$ cat src/sv/fsed_pkg.sv
`timescale 1ns / 1ps
// fsed_pkg: shared types, register codes and curve table functions for the
// floyd-steinberg error diffusion unit; depends on nothing else
package fsed_pkg;

    localparam int FRAC_BITS = 8;
    localparam int ERR_W     = 18;
    localparam int DEC_DEPTH = 510;

    // full scale, 255 grey steps with the fraction bits below
    localparam logic [15:0] FULL_SCALE = 16'(255 << FRAC_BITS);
    localparam logic [63:0] Q30_ONE    = 64'd1 << 30;

    localparam logic signed [21:0] ERR_HI = 22'sd131071;
    localparam logic signed [21:0] ERR_LO = -22'sd131072;

    // register indexes on the configuration port
    localparam logic [1:0] REG_FRAME_WIDTH  = 2'd0;
    localparam logic [1:0] REG_FRAME_HEIGHT = 2'd1;
    localparam logic [1:0] REG_QUANT_BITS   = 2'd2;
    localparam logic [1:0] REG_GAMMA_MODE   = 2'd3;

    localparam logic [12:0] WIDTH_RST  = 13'd640;
    localparam logic [15:0] HEIGHT_RST = 16'd480;
    localparam logic [3:0]  QBITS_RST  = 4'd1;
    localparam logic        GMODE_RST  = 1'b0;

    typedef logic signed [ERR_W-1:0] err_t;

    typedef enum logic [2:0] {
        ST_CLEAR,
        ST_IDLE,
        ST_SUM,
        ST_MUL,
        ST_LVL,
        ST_ROM,
        ST_ERR,
        ST_LAST
    } fsed_state_t;

    typedef struct packed {
        logic clear_wr;
        logic accept;
        logic sum_en;
        logic mul_en;
        logic lvl_en;
        logic rom_en;
        logic commit;
        logic finish_row;
    } fsed_cmd_t;

    typedef struct packed {
        logic clear_done;
        logic out_free;
        logic last_col;
    } fsed_status_t;

    function automatic err_t sat_err(input logic signed [21:0] v);
        if (v > ERR_HI)
            return err_t'(ERR_HI[ERR_W-1:0]);
        else if (v < ERR_LO)
            return err_t'(ERR_LO[ERR_W-1:0]);
        else
            return err_t'(v[ERR_W-1:0]);
    endfunction

    // elaboration-time long division, only used to build the curve tables
    function automatic logic [63:0] udiv_const(input logic [63:0] n, input logic [63:0] m);
        logic [63:0] qt;
        logic [64:0] rm;
        qt = '0;
        rm = '0;
        for (int k = 63; k >= 0; k--) begin
            rm = {rm[63:0], n[k]};
            if (rm >= {1'b0, m}) begin
                rm = rm - {1'b0, m};
                qt[k] = 1'b1;
            end
        end
        return qt;
    endfunction

    function automatic logic [63:0] pow5_q30(input logic [63:0] r);
        logic [63:0] a;
        a = (r * r) >> 30;
        a = (a * r) >> 30;
        a = (a * r) >> 30;
        return (a * r) >> 30;
    endfunction

    // t^2.4 in q30: t^2 times the fifth root of t^2
    function automatic logic [63:0] pow24_q30(input logic [63:0] t);
        logic [63:0] t2;
        logic [63:0] r;
        logic [63:0] c;
        t2 = (t * t) >> 30;
        r  = '0;
        for (int b = 30; b >= 0; b--) begin
            c = r | (64'd1 << b);
            if (c <= Q30_ONE) begin
                if (pow5_q30(c) <= t2)
                    r = c;
            end
        end
        return (t2 * r) >> 30;
    endfunction

    // srgb encode curve entry for one 8-bit grey value
    function automatic logic [15:0] enc_srgb(input int unsigned idx);
        logic [63:0] ii;
        logic [63:0] v;
        logic [63:0] x;
        logic [63:0] y;
        logic [63:0] c;
        ii = 64'(idx);
        if (ii * 64'd10000000 <= 64'd31308 * 64'd255) begin
            v = ((64'd1292 * ii << FRAC_BITS) + 64'd50) / 64'd100;
        end else begin
            x = ((ii << 30) + 64'd127) / 64'd255;
            y = '0;
            for (int b = 30; b >= 0; b--) begin
                c = y | (64'd1 << b);
                if (c <= Q30_ONE) begin
                    if (pow24_q30((c * 64'd1000 + 64'd55 * Q30_ONE) / 64'd1055) <= x)
                        y = c;
                end
            end
            v = ((64'd255 * y << FRAC_BITS) + (64'd1 << 29)) >> 30;
        end
        return v[15:0];
    endfunction

    // level table word: srgb grey [31:24], linear grey [23:16], quantised value [15:0]
    function automatic logic [31:0] dec_word(input int unsigned bq, input int unsigned lv);
        logic [63:0] d;
        logic [63:0] lvl;
        logic [63:0] q;
        logic [63:0] lin;
        logic [63:0] srgb;
        logic [63:0] r;
        d   = (64'd1 << bq) - 64'd1;
        lvl = 64'(lv);
        q   = udiv_const(64'd2 * lvl * 64'(FULL_SCALE) + d, 64'd2 * d);
        lin = udiv_const(64'd255 * lvl, d);
        if (lvl * 64'd100000 < 64'd4045 * d) begin
            srgb = udiv_const(64'd25500 * lvl, 64'd1292 * d);
        end else begin
            r    = pow24_q30(udiv_const((lvl * 64'd1000 + 64'd55 * d) << 30, 64'd1055 * d));
            r    = (64'd255 * r) >> 30;
            srgb = (r > 64'd255) ? 64'd255 : r;
        end
        return {srgb[7:0], lin[7:0], q[15:0]};
    endfunction

endpackage

$ cat src/sv/fsed_ctrl.sv
`timescale 1ns / 1ps
// fsed_ctrl: sequencer for the error diffusion unit, one pixel at a time
// depends on fsed_pkg (state enum, command and status structs)
module fsed_ctrl (
    input  logic                   clk,
    input  logic                   rst_n,
    input  logic                   s_tvalid,
    output logic                   s_tready,
    input  fsed_pkg::fsed_status_t st,
    output fsed_pkg::fsed_cmd_t    cmd
);

    fsed_pkg::fsed_state_t state_reg;
    fsed_pkg::fsed_state_t state_next;

    always_ff @(posedge clk or negedge rst_n)
    begin
        if (!rst_n)
            state_reg <= fsed_pkg::ST_CLEAR;
        else
            state_reg <= state_next;
    end

    always_comb
    begin
        state_next = state_reg;
        cmd        = '0;
        s_tready   = 1'b0;
        case (state_reg)
            fsed_pkg::ST_CLEAR:
            begin
                cmd.clear_wr = 1'b1;
                if (st.clear_done)
                    state_next = fsed_pkg::ST_IDLE;
            end
            fsed_pkg::ST_IDLE:
            begin
                s_tready = 1'b1;
                if (s_tvalid)
                begin
                    cmd.accept = 1'b1;
                    state_next = fsed_pkg::ST_SUM;
                end
            end
            fsed_pkg::ST_SUM:
            begin
                cmd.sum_en = 1'b1;
                state_next = fsed_pkg::ST_MUL;
            end
            fsed_pkg::ST_MUL:
            begin
                cmd.mul_en = 1'b1;
                state_next = fsed_pkg::ST_LVL;
            end
            fsed_pkg::ST_LVL:
            begin
                cmd.lvl_en = 1'b1;
                state_next = fsed_pkg::ST_ROM;
            end
            fsed_pkg::ST_ROM:
            begin
                cmd.rom_en = 1'b1;
                state_next = fsed_pkg::ST_ERR;
            end
            fsed_pkg::ST_ERR:
            begin
                // hold here until the output register can take the result
                if (st.out_free)
                begin
                    cmd.commit = 1'b1;
                    state_next = st.last_col ? fsed_pkg::ST_LAST : fsed_pkg::ST_IDLE;
                end
            end
            fsed_pkg::ST_LAST:
            begin
                cmd.finish_row = 1'b1;
                state_next     = fsed_pkg::ST_IDLE;
            end
            default:
            begin
                state_next = fsed_pkg::ST_CLEAR;
            end
        endcase
    end

endmodule

$ cat config.mk
export PLATFORM = sky130hd
export DESIGN_NAME = fsed_ctrl
export DESIGN_NICKNAME = d
export VERILOG_FILES = /design/src/sv/fsed_pkg.sv /design/src/sv/fsed_ctrl.sv
export SDC_FILE = /design/constraint.sdc
export NUM_CORES = 1
export LEC_CHECK = 0
export BUFFER_PORTS_ARGS = -buffer_cell sky130_fd_sc_hd__buf_2
export CORE_AREA = 2 2 39 41
export CTS_CLUSTER_SIZE = 16
export DETAILED_ROUTE_END_ITERATION = 8
export DIE_AREA = 0 0 41 43
export MAX_ROUTING_LAYER = met4
export PLACE_DENSITY = 0.45
export REMOVE_ABC_BUFFERS = 1
export SLEW_MARGIN = 20
export SYNTH_ARGS = -nofsm -noshare
export SYNTH_HDL_FRONTEND = slang
export SYNTH_SLANG_ARGS = --single-unit
$ cat constraint.sdc
create_clock -name clk -period 2.8 [get_ports clk]
set_input_delay 0.28 -clock clk [delete_from_list [all_inputs] [get_ports clk]]
set_output_delay 0.28 -clock clk [all_outputs]
set_load 0.02 [all_outputs]
* Word-level counts from Yosys, hierarchy flattened
Index checks and enable logic that the tools add are counted.
Storage, ports and cells: flip-flop bits (word level) 3, bits in latches 0, memory bits (writable) 0, ROM bits 0, input bits 6, output and inout port bits 9, logic and storage cells 29, memories 0
Operators by class: add/sub/neg operators 0, multiply operators 0, divide/modulo/power cells 0, $lt $le $gt $ge 0, equal/unequal tests 10, shift-type cells 0, multiplexer cells 16, bitwise gates (word level) 0, reduce and logical (&&, ||, !) cells 2
Operators with widths (count):
- $pmux W3 S8 | 1
- $eq A3 B3 Y1 const B | 4
- $mux W3 | 4
- $mux W1 | 11
- $eq A3 B2 Y1 const B | 2
- $ne A2 B2 Y1 const B | 3
- $eq A3 B1 Y1 const B | 1
- $logic_not A3 Y1 | 1
- $reduce_and A3 Y1 | 1

* Longest topological paths before layout
Gate-level depths: netlist (run 1).
word-level depth 3, gate-level depth with buffers 4, depth with buffers taken out 3

* Least setup slack after synthesis (run 1)
Ideal clock, no wire load.
path kind register -> output, start point register state_reg[1], end point output port cmd[6] in the netlist's numbering, arrival time 1.187 ns, setup slack 1.333 ns, stages on the path, launching flop included 4, cell sequence dfrtp_1 buf_2 nor3b_2 and2_1
RTL lines:
- start, declared | RTL line fsed_ctrl.sv:13 | fsed_pkg::fsed_state_t state_reg;
- start signal, assigned | RTL line fsed_ctrl.sv:19 | state_reg <= fsed_pkg::ST_CLEAR;
- start signal, assigned | RTL line fsed_ctrl.sv:21 | state_reg <= state_next;
- end, declared | RTL line fsed_ctrl.sv:10 | output fsed_pkg::fsed_cmd_t cmd

==> flow_metrics.tcl, run 1 <==
set metrics [dict create \
    crit_required_ns 2.52 \
    maxCapViolations 0 \
    setup_viol 0 \
    maxSlewHeadroom_pct 73.35 \
    post_cts.repair.setup_buffers 0 \
    synthFlopType "dfrtp_1" \
    fp.dieH_microns 43 \
    wl_microns 585 \
    p_leak_nw 0.1861 \
    ir_drop_mv 0.2371 \
    yosys.area.top_type_share_pct 31.75 \
    avgViaCountPerCell 4.078 \
    final_cells 64 \
    drtAntennaViolNets 0 \
    grt_usage_pct 7.400 \
    cts_made_buffers 3 \
    dr.pass1.iters 4 \
    dieArea_sq_um 1763 \
    timing.final.crit_share_pct 56.01 \
    antenna_found_initial 0 \
    clk_pin_slew_worst_paths_ns 0.04 \
    worstPathMaxFanout 13 \
    nets 55 \
    h-tree-depth 1 \
    power.density_nw_per_um2 1219 \
    synth.largest_area_cell "dfrtp_1" \
    drv_slew 0 \
    synth_area_sq_um 236.5 \
    fin_util_pct 25.14 \
    yosys_warnings 0 \
    cts_root_buf "clkbuf_4" \
    synth_area_per_cell_sq_um 7.390 \
    synth.distinct_cells 19 \
    share_comb_of_total_power_pct 49.4 \
    initial_utilization_pct 17.09 \
    synth-edff-count 0 \
    io_buffers 14 \
    synth_common_cells "nor2_1, buf_2, dfrtp_1, nand2_1" \
    synthTopCellsByArea "dfrtp_1, nor2_1, buf_2" \
    status "complete, no violations" \
    ys_ff_latch 3 \
    path_class "flop to output port" \
    grt_pass1_wl_microns 828 \
    finalPower_w 0.0004240 \
    start_kind "flop" \
    yosysMostFrequentCell "nor2_1" \
    post_cts_resized 0 \
    clk_latency_ns 0.23 \
    largest_reg_flops 3 \
    post-route-drc-count 0 \
    swShare_pct 49.99 \
    io_pins 15 \
    gp_congestion 0.6694 \
    core_sq_um 1384 \
    clock_sinks 3 \
    setup_slack_ns 1.232 \
    async_flop_share_pct 100.0 \
    ys_seq_area_share_pct 31.75 \
    hold_class "input pin to flop" \
    fin_worst_skew_ns 0.0008222 \
    arrival_ns 1.29 \
    overflow 0 \
    worst_pin_slew_ns 0.3998 \
    die_x_microns 41 \
    num_rows 14 \
    dp_slack_ns 1.465 \
    timing.fmax_ghz 0.6377 \
    rsz0062_at_grt "no" \
    tns_ns 0 \
    grt_max_degree 15 \
    end_kind "output port" \
    seq_power_share_pct 32.3 \
    cts_tree "done" \
    drive_above_1_share_pct 37.50 \
    clockBufferDepth 2 \
    synthToLayoutAreaGrowth_pct 47.09 \
    min_period_ns 1.568 \
    antenna_cells 0 \
    power.share.clock_pct 18.2 \
    final_hold_viol_count 0 \
    netlist_instances 32 \
    drt_iter0_drc 5 \
    wl_per_cell_microns 9.141 \
    vias 261 \
    p_int_w 0.0002120 \
    p_sw_w 0.0002119 \
    placed_cells 59 \
    first_global_vias 213 \
]
==> stage by stage <==
step | area [sq um] | hold slack, ns
finish | 347.8 | 0.3254
CTS | 347.8 | 0.3226
detailed placement | 311.5 | 0.07958
global placement | 311.5 | 0.08004
global route | 347.8 | 0.3518
floorplan | 221.5 | -0.01559
==> critical path, cell delays in order (launching register included) <==
cell and delay, ns:
dfrtp_1 0.53, nor3b_2 0.23, and2_1 0.14, buf_2 0.15
==> path summary, 6_finish.rpt <==
path                            cells past startpoint           end  slack [ns]          from
worst max register to register                      3  state_reg[0]        1.58  state_reg[1]
worst max-delay path                                3        cmd[6]        1.23  state_reg[0]
max in group asynchronous                           2  state_reg[1]        2.33         rst_n
worst min-delay path                                3  state_reg[0]        0.33         st[2]
min in group asynchronous                           2  state_reg[2]        0.37         rst_n
worst min register to register                      2  state_reg[0]        0.74  state_reg[2]
==> metal layers <==
layer / global-route usage (%) / share of wire, % / vias to the layer above
met4: 8.000 / 0 / 0
met2: 9.688 / 47 / 7
met3: 1.571 / 5.8 / 0
met5: - / 0 / -
met1: 8.333 / 47 / 113
li1: - / - / 141
==> power by group through the flow <==
stage	clock (W)	sequential (W)	combinational, W
floorplan	0	0.000119	0.000155
global placement	0	0.000137	0.000211
detailed placement	0	0.000141	0.000212
CTS	0.0000812	0.000139	0.000213
global route	0.0000842	0.000144	0.000232
finish	0.0000774	0.000137	0.000209
==> cells by family (layout without fill, tap and decap cells) <==
group,count (synthesis),in the layout,synth area share [%]
AND/OR/NAND/NOR,18,18,42.33
AO/OA/AOI/OAI,7,7,17.99
buffers and inverters,4,20,7.933
flip-flops,3,3,31.75
==> cells in the final DEF (no fill, tap or decap), types with 2 or more instances in the layout <==
cell type   n
nor2_1      5
buf_2      14
and3_1      2
o21ai_1     2
nand2_1     3
clkbuf_4    3
nand2b_1    2
dfrtp_1     3
==> repair_timing <==
item | 4_1_cts | 5_1_grt
hold endpoints to repair | 3 | 0
hold buffers | 1 | 0
endpoints found under the setup margin | 0 | 0
==> layout make-up <==
| class | instances | area (sq um) |
|---|---|---|
| clock buffer | 4 | 26.28 |
| fill | 157 | 1036 |
| inverter | 1 | 3.754 |
| multi-input combinational | 25 | 142.6 |
| sequential | 3 | 75.07 |
| tap | 16 | 20.02 |
| timing repair buffer | 15 | 80.08 |
(Power assumes the default switching activity.)
==> run 2, diff against run 1 <==
--- a/config.mk
+++ b/config.mk
@@ -11,7 +11,7 @@
 export DETAILED_ROUTE_END_ITERATION = 8
 export DIE_AREA = 0 0 41 43
 export MAX_ROUTING_LAYER = met4
-export PLACE_DENSITY = 0.45
+export PLACE_DENSITY = 0.46
 export REMOVE_ABC_BUFFERS = 1
 export SLEW_MARGIN = 20
 export SYNTH_ARGS = -nofsm -noshare
==> constraint.sdc (replaced) <==
create_clock -name clk -period 1.35 [get_ports clk]
set_input_delay 0.135 -clock clk [delete_from_list [all_inputs] [get_ports clk]]
set_output_delay 0.135 -clock clk [all_outputs]
set_load 0.02 [all_outputs]
==> run 2 against run 1 <==
  * Via count increased by 14%
  * Critical path depth unchanged
  * Setup slack worse by 1.2 ns
  * Die area is the same
  * Worst hold slack got worse by 0.15 ns
  * Total power increased to 2.6 times the previous value
  * Cell count grew 14%
  * Sequential share of layout area is 3.1 points lower
  * Global-route usage is essentially flat
  * Register-to-register slack got worse by 1.4 ns
  * Clock power up 110%
  * Design area grew 23%
==> flow_metrics.tcl, run 2 (synthesis results as in run 1) <==
set metrics [dict create \
    final_hold_viol_count 0 \
    clk_pin_slew_worst_paths_ns 0.04 \
    dr.pass1.iters 3 \
    path_cells "buf_4 > nor3_1 > buf_2" \
    overflow 0 \
    clk_latency_ns 0.24 \
    clockBufferDepth 2 \
    final_common_cell "buf_2" \
    fin_worst_skew_ns 0.005668 \
    initial_utilization_pct 17.09 \
    drv_slew 0 \
    p_sw_w 0.0004823 \
    h-tree-depth 1 \
    synthToLayoutAreaGrowth_pct 80.42 \
    fill_cells 157 \
    maxCapViolations 0 \
    final_cell_mix "buf_2, buf_4, nor2_1" \
    drt_iter0_drc 1 \
    core_sq_um 1384 \
    crit_required_ns 1.22 \
    fin_util_pct 30.83 \
    grt_usage_pct 7.430 \
    final_cells 73 \
    cts_tree "done" \
    worstPathMaxFanout 5 \
    swShare_pct 43.82 \
    timing.fmax_ghz 0.7794 \
    die_x_microns 41 \
    min_period_ns 1.283 \
    cp_slowest_cell "dfrtp_2" \
    path_class "flop to output port" \
    drive_above_1_share_pct 54.39 \
    seq_power_share_pct 20.0 \
    p_leak_nw 0.2284 \
    ir_drop_mv 0.7181 \
    placed_cells 60 \
    antenna_found_initial 0 \
    arrival_ns 1.15 \
    io_buffers 14 \
    cts_root_buf "clkbuf_4" \
    share_comb_of_total_power_pct 65.5 \
    first_global_vias 203 \
    cts_made_buffers 3 \
    wl_per_cell_microns 9.055 \
    largest_reg_flops 3 \
    vias 298 \
    setup_slack_ns 0.06702 \
    worst_pin_slew_ns 0.1891 \
    num_rows 14 \
    avgViaCountPerCell 4.082 \
    timing.final.crit_share_pct 95.04 \
    tns_ns 0 \
    gp_congestion 0.7065 \
    power.share.clock_pct 14.6 \
    io_pins 15 \
    start_kind "flop" \
    power.density_nw_per_um2 2580 \
    drtAntennaViolNets 0 \
    maxSlewHeadroom_pct 87.28 \
    grt_pass1_wl_microns 841 \
    hold_class "input pin to flop" \
    clock_sinks 3 \
    dp_hpwl_microns 392.7 \
    nets 64 \
    p_int_w 0.0006183 \
    fp.dieH_microns 43 \
    status "complete, no violations" \
    grt_max_degree 14 \
    post-route-drc-count 0 \
    dieArea_sq_um 1763 \
    crit_path_max_incr_delay_ns 0.43 \
    dp_slack_ns 0.1437 \
    finalPower_w 0.001101 \
    antenna_cells 0 \
    end_kind "output port" \
    setup_viol 0 \
    wl_microns 661 \
]
[run 2: changes by cell type in the layout (fill, tap and decap cells not counted), moves of 2 or more]
cell / delta
dfrtp_1: -3
buf_2: -2
dfrtp_2: +3
buf_4: +10
[run 2: critical path, delay by kind of cell (launching register included)]
| family | cells | cell delay, ns |
|---|---|---|
| buf+inv | 2 | 0.33 |
| flops | 1 | 0.43 |
| simple gates | 1 | 0.14 |
[run 2: stage by stage]
stage	instance area (sq um)	hold WS, ns
after floorplan	221.5	-0.1606
after global placement	319.1	-0.06430
after detailed placement	319.1	-0.06670
after CTS	374.1	0.1729
after global routing	426.7	0.1933
final	426.7	0.1752
[run 2: metal layers]
layer	vias up	wire length, microns	global-route usage, %
li1	158	-	-
met1	130	311	11.04
met2	10	301	7.187
met3	0	49	3.141
met4	0	0	6.000
met5	-	0	-
[run 2: layout make-up]
| type | instances | area (sq um) | area share [%] |
|---|---|---|---|
| Inverter | 1 | 3.754 | 0.8798 |
| Multi-Input combinational cell | 25 | 147.6 | 34.60 |
| Sequential cell | 3 | 78.83 | 18.48 |
| Timing Repair Buffer | 24 | 150.1 | 35.19 |
| Clock buffer | 4 | 26.28 | 6.158 |
| Tap cell | 16 | 20.02 | 4.692 |
[run 2: path summary, 6_finish.rpt]
kind,from,to,slack [ns],depth (start not counted)
max reg2reg,state_reg[1],state_reg[0],0.18,4
min reg2reg,state_reg[2],state_reg[0],0.66,2
max in group asynchronous,rst_n,state_reg[2],1.01,2
min in group asynchronous,rst_n,state_reg[1],0.22,2
max,state_reg[1],cmd[7],0.07,3
min,st[2],state_reg[0],0.18,3
[run 2: timing repair]
| item | in CTS | in global routing |
|---|---|---|
| setup buffers | 2 | 6 |
| pin swaps | 0 | 1 |
| endpoints found under the setup margin | 4 | 3 |
| hold buffers | 1 | 0 |
| cloned | 0 | 0 |
| resized for setup | 3 | 3 |
| hold endpoints to repair | 3 | 0 |
[run 2: power by group through the flow]
| stage | clock (W) | combinational [W] | sequential, W |
|---|---|---|---|
| global route | 0.000174 | 0.000794 | 0.000233 |
| global placement | 0 | 0.000469 | 0.000268 |
| CTS | 0.000165 | 0.000545 | 0.000250 |
| floorplan | 0 | 0.000321 | 0.000247 |
| detailed placement | 0 | 0.000466 | 0.000273 |
| finish | 0.000160 | 0.000721 | 0.000220 |
==> run 3, diff against run 2 <==
==> constraint.sdc (replaced) <==
create_clock -name clk -period 1.35 [get_ports clk]
set_input_delay 0.2025 -clock clk [delete_from_list [all_inputs] [get_ports clk]]
set_output_delay 0.2025 -clock clk [all_outputs]
set_load 0.02 [all_outputs]
==> run 3 against run 2 <==
  * Critical path depth unchanged
  * Worst hold slack better by 0.067 ns
  * Die area stayed put
  * Clock skew down 0.0033 ns
  * Utilization is 2.1 points higher
  * Global-route usage increased by 1.8 points
  * Non-clock buffer count stayed put
  * Register-to-register slack got worse by 0.10 ns
  * Critical path type unchanged
==> flow_metrics.tcl, run 3 (synthesis results as in run 1) <==
set metrics [dict create \
    timing.final.crit_share_pct 99.17 \
    reg2reg_slack_ns 0.08 \
    status "complete, no violations" \
    num_rows 14 \
    vias 307 \
    grt_max_degree 8 \
    drtAntennaViolNets 0 \
    design_area_sq_um 455.4 \
    grtUsageMet3_pct 4.712 \
    path_cells "nor3b_2 > and2_1 > buf_6" \
    cts_root_buf "clkbuf_4" \
    final_cell_mix "buf_4, buf_2, nor2_1" \
    fp.dieH_microns 43 \
    crit_path_max_incr_delay_ns 0.45 \
    largest_reg_flops 3 \
    avgViaCountPerCell 4.205 \
    clk_latency_ns 0.24 \
    hold_class "input pin to flop" \
    final_hold_viol_count 0 \
    worstReg2RegStart "state_reg[0]" \
    worstPathMaxFanout 7 \
    rsz0062_at_grt "yes" \
    hold_depth 3 \
    antenna_cells 0 \
    maxSlewHeadroom_pct 86.72 \
    clock_sinks 3 \
    gp_congestion 0.7120 \
    drive_above_1_share_pct 54.39 \
    grt.busiest_layer "met1" \
    io_buffers 14 \
    rr_worst_depth 5 \
    final_cells 73 \
    post-route-drc-count 0 \
    drt_iter0_drc 1 \
    use_met2_pct 11.56 \
    dieArea_sq_um 1763 \
    core_sq_um 1384 \
    use_met1_pct 12.26 \
    maxCapViolations 0 \
    placed_cells 61 \
    worst_pin_slew_ns 0.1974 \
    dp_hpwl_microns 452.2 \
    final_common_cell "buf_4" \
    tns_ns 0 \
    initial_utilization_pct 17.09 \
    dr.pass1.iters 2 \
    setup_viol 0 \
    crit_required_ns 1.15 \
    power.density_nw_per_um2 2600 \
    grt_pass1_wl_microns 1041 \
    drv_slew 0 \
    arrival_ns 1.14 \
    wl_per_cell_microns 10.08 \
    p_leak_nw 0.2304 \
    ir_drop_mv 0.6509 \
    timing.fmax_ghz 0.7470 \
    hold-path-endpoint "state_reg[0]" \
    path_class "flop to output port" \
    clockBufferDepth 2 \
    min_period_ns 1.339 \
    hold_ws_ns 0.2425 \
    overflow 0 \
    r2r-end "state_reg[0]" \
    cts_made_buffers 3 \
    end_kind "output port" \
    grt_usage_pct 9.269 \
    h-tree-depth 1 \
    die_x_microns 41 \
    fin_worst_skew_ns 0.002397 \
    first_global_vias 254 \
    min_from "st[2]" \
    wl_microns 736 \
    io_pins 15 \
    start_kind "flop" \
    cp_slowest_cell "dfrtp_2" \
    placed_area_sq_um 326.6 \
    synthToLayoutAreaGrowth_pct 92.59 \
    antenna_found_initial 0 \
    clk_pin_slew_worst_paths_ns 0.04 \
    cts_tree "done" \
    nets 64 \
]
-- run 3: how the worst max path moves through the flow --
stage,startpoint,end,slack [ns],cells past startpoint
6_report,state_reg[1],cmd[6],0.01,3
5_1_grt,state_reg[0],cmd[1],-0.05,3
4_1_cts,state_reg[0],cmd[0],0.003,3
3_5_place_dp,state_reg[1],cmd[6],0.14,3
3_3_place_gp,state_reg[1],state_reg[0],0.13,3
2_1_floorplan,state_reg[2],cmd[6],-0.03,2
-- run 3: critical path: cells and delay by family (launching register included) --
family,cells,cell delay (ns)
simple gates,2,0.34
flops,1,0.45
buf+inv,1,0.11
-- run 3: layout make-up --
class	count	area, sq um
fillers	158	928.4
repair buffers	24	173.9
multi-input cells	25	152.6
flip-flops and latches	3	78.83
clock buffers	4	26.28
well taps	16	20.02
inverters	1	3.754
-- run 3: per-layer routing --
layer  share of wire (%)  vias to the layer above
met2                  45                       10
met3                 5.8                        0
met4                   0                        0
li1                    -                      162
met1                  49                      135
met5                   0                        -
-- run 3: per-stage QoR --
step	total power, W	utilization (%)	setup WS (ns)
5_1_grt	0.001282	32.91	-0.05168
2_1_floorplan	0.0005685	-	-0.02512
3_3_place_gp	0.0007721	23.60	0.1305
4_1_cts	0.001114	30.74	0.002959
6_report	0.001184	32.91	0.01127
3_5_place_dp	0.0007703	23.60	0.1425
-- run 3: report_power, final --
group / internal (W) / switching [W] / total [W]
combinational: 0.000408 / 0.000379 / 0.000787
sequential: 0.000148 / 0.0000855 / 0.000233
clock: 0.000111 / 0.0000526 / 0.000164
total: 0.000667 / 0.000517 / 0.00118
-- run 3: repair_timing --
| action | CTS | global route |
|---|---|---|
| buffers inserted | 7 | 0 |
| hold buffers | 1 | 0 |
| pin swaps | 0 | 4 |
| setup endpoints to repair | 9 | 7 |
| endpoints found under the hold margin | 3 | 0 |
| resized for setup | 6 | 9 |
